==> src/design/tbeq_ram.sv <==
// generic one write, one read ram with registered read data
module tbeq_ram #(
  parameter int WIDTH = 24,
  parameter int DEPTH = 32
) (
  input  logic                     clk,
  input  logic                     we,
  input  logic [$clog2(DEPTH)-1:0] waddr,
  input  logic [WIDTH-1:0]         wdata,
  input  logic [$clog2(DEPTH)-1:0] raddr,
  output logic [WIDTH-1:0]         rdata
);

  logic [WIDTH-1:0] mem [DEPTH];

  // storage and registered read
  always_ff @(posedge clk) begin
    if (we) begin
      mem[waddr] <= wdata;
    end
    rdata <= mem[raddr];
  end

endmodule

==> config.mk <==
export PLATFORM = sky130hd
export DESIGN_NAME = tbeq_ram
export DESIGN_NICKNAME = d
export VERILOG_FILES = /design/src/design/tbeq_ram.sv
export SDC_FILE = /design/constraint.sdc
export NUM_CORES = 1
export LEC_CHECK = 0
export ABC_AREA = 1
export BUFFER_PORTS_ARGS = -buffer_cell sky130_fd_sc_hd__buf_4
export CORE_MARGIN = 2
export CORE_UTILIZATION = 59
export CTS_BUF_LIST = sky130_fd_sc_hd__clkbuf_4 sky130_fd_sc_hd__clkbuf_8
export DETAILED_ROUTE_END_ITERATION = 8
export HOLD_SLACK_MARGIN = 0.15
export PLACE_DENSITY_LB_ADDON = 0.05
export SETUP_SLACK_MARGIN = 0.02
export SYNTH_ARGS = -nofsm -noshare
export SYNTH_HDL_FRONTEND = slang
export SYNTH_SLANG_ARGS = --single-unit
==> constraint.sdc <==
create_clock -name clk -period 1.75 [get_ports clk]
set_input_delay 0.0875 -clock clk [delete_from_list [all_inputs] [get_ports clk]]
set_output_delay 0.0875 -clock clk [all_outputs]
set_load 0.02 [all_outputs]
==> results.toml <==
[critical_path]
r2r_start = "mem[31][6]"
worstPathRequired_ns = 2.42
start_kind = "primary input"
worstPathArrival_ns = 2.28
ff2ff_path_depth = 9
path_max_fanout = 27
rrSetupSlack_ns = 0.20
cp-end-kind = "register"
critPathKind = "in2reg"
rr_endpoint = "rdata[6]"

[global_routing]
grt_max_degree = 105
first_global_vias = 20300
grt-ovfl-total = 0
antenna_found_initial = 2
grt_pass1_wl_um = 126000
groute.usage.overall_pct = 30.7

[sta]
clock_skew_ns = 0.0363
fmax_ghz = 0.621
whs_ns = 0.214
slew_headroom_pct = 66.0
hold_viol = 0
slew_viol_final = 0
fin_crit_sh_pct = 92.0
fin_ws_ns = 0.140
setup_viol = 0
post-route-min-period_ns = 1.61
rsz0062_at_grt = "false"
worst_slew_pin_slew_ns = 0.510

[clocking]
cts-root-buf = "clkbuf_8"
cts_tree = "built"
cts_max_level = 3
path_clk_slew_ns = 0.06
clk_latency_ns = 0.74
numClockSinks = 792
clk_path_buf_depth = 3
numCtsBuffers = 121

[worst_hold_path]
hold_depth = 6
worstHoldStart = "waddr[3]"
whs_endpoint = "mem[17][18]"
min_path_type = "in2reg"

[synthesis]
synth_area_per_cell_sq_um = 11.9
syn_area_sq_mm = 0.0318
synth_fp_nets = 2701
yosysTopAreaCell = "edfxtp_1"
synth_top_area_share_pct = 72.6
seq_area_frac_synth_pct = 74.1
synth_warnings = 0
yosys-top-cells-area = "edfxtp_1, nand2_1, nand3_1"
synth_cell_type_count = 14
ys_seq_elements = 792
synthCells = 2665

[place]
gp_congestion = 0.811
dpl-instance-area_sq_mm = 0.0345
dp.final_hpwl_um = 48200
pre_cts_slack_ns = 0.129
numPortBuffers = 59

[final_layout]
area_delta_synth_final_pct = 17.7
drive_above_1_share_pct = 14.6
layout_commonest_cell = "nand2_1"
final_nets = 2896
fill_cells = 3807
layout_common_cells = "nand2_1, edfxtp_1, nand3_1, clkbuf_8, buf_4"
finalInstanceArea_sq_mm = 0.0374

[floorplanning]
dieWidth_um = 236
rows = 85
start_util_pct = 59.4
io_pins = 60
dieArea_sq_mm = 0.0557
core_area_sq_mm = 0.0535
dieHeight_um = 236

[flow_run]
cap_violations = 0

[power_and_ir_drop]
power_density_mw_per_mm2 = 1060
power_mw = 39.7
p_leak_nw = 13.9
ir_drop_mv = 0.877

[routing]
drc = 0
vias = 21200
met1Wirelength_um = 35500
vias_per_cell = 5.79
top_layer = "met4"
met2WireLength_um = 40500
postRouteWirelength_um = 85200
wl_met3_um = 6940
first_pass_iters = 5
drt_iter0_drc = 2021
final_antenna_net_count = 0
wl_per_cell_um = 23.3

[status]
outcome = "completed"
## logic make-up (layout without fill, tap and decap cells)
group	count (synthesis)	in the layout	share of synthesized area (%)
other	0	6	0
buffers and inverters	173	465	3.47
and+or+nand+nor	1700	1700	22.4
DFF	792	792	74.1
## registers in the layout, summed over array words and instances, names as in the netlist
signal,cells
mem,768
rdata,24
## per-stage QoR
step	TNS, ns	utilization, %	std cells
2_1_floorplan	-42.56	-	2665
6_report	0	69.9	3659
4_1_cts	0	69.7	3649
5_1_grt	0	69.9	3654
3_3_place_gp	0	64.4	3396
3_5_place_dp	0	64.4	3396
## layout make-up
class | count | area (sq um) | share of cell area (%)
flip-flops and latches | 792 | 23500 | 63.0
multi-input cells | 1700 | 7360 | 19.7
repair buffers | 235 | 3040 | 8.13
clock buffers | 174 | 2180 | 5.82
well taps | 696 | 871 | 2.33
clock inverters | 46 | 329 | 0.880
inverters | 10 | 61.3 | 0.164
diodes | 6 | 15.0 | 0.0402
## worst max path at each step
stage | end | cells past startpoint | startpoint
detailed placement | rdata[22] | 10 | raddr[1]
floorplan | mem[8][0] | 3 | waddr[0]
CTS | rdata[6] | 12 | raddr[0]
finish | rdata[6] | 13 | raddr[0]
global route | rdata[6] | 13 | raddr[0]
global placement | rdata[22] | 10 | raddr[1]
## power by group
group | switching (mW) | internal (mW) | leakage, nW | total (mW)
sequential | 0.117 | 21.1 | 7.12 | 21.2
combinational | 1.93 | 0.947 | 5.50 | 2.88
clock | 6.95 | 8.67 | 1.33 | 15.6
## repair_timing
item	CTS	global route
endpoints found under the hold margin	921	0
setup buffers	0	2
hold buffers	33	0
endpoints found under the setup margin	0	2
gates resized for setup	0	5
## Yosys cell counts
master,n
dfxtp_1,24
nand3_1,588
nor2_1,32
buf_1,5
nand2_1,1080
buf_4,7
buf_2,99
inv_1,7
inv_6,1
buf_6,38
inv_2,2
buf_8,1
edfxtp_1,768
clkbuf_1,13
## critical path: stages
cell and delay [ns]:
dlygate4sd3_1 0.58, buf_12 0.17, buf_12 0.16, buf_12 0.18
nand2_1 0.06, nand3_1 0.08, nand3_1 0.08, nand2_1 0.09
nand2_1 0.05, nand2_1 0.08, nand2_1 0.05, dlygate4sd3_1 0.55
nand2_1 0.06
## routing by layer
| layer | up-vias | GRT usage [%] |
|---|---|---|
| met3 | 139 | 4.79 |
| met1 | 10400 | 43.3 |
| met2 | 946 | 49.4 |
| met5 | - | 0 |
| met4 | 0 | 10.7 |
| li1 | 9719 | - |
Note: power is estimated with default switching activity, not from simulation.
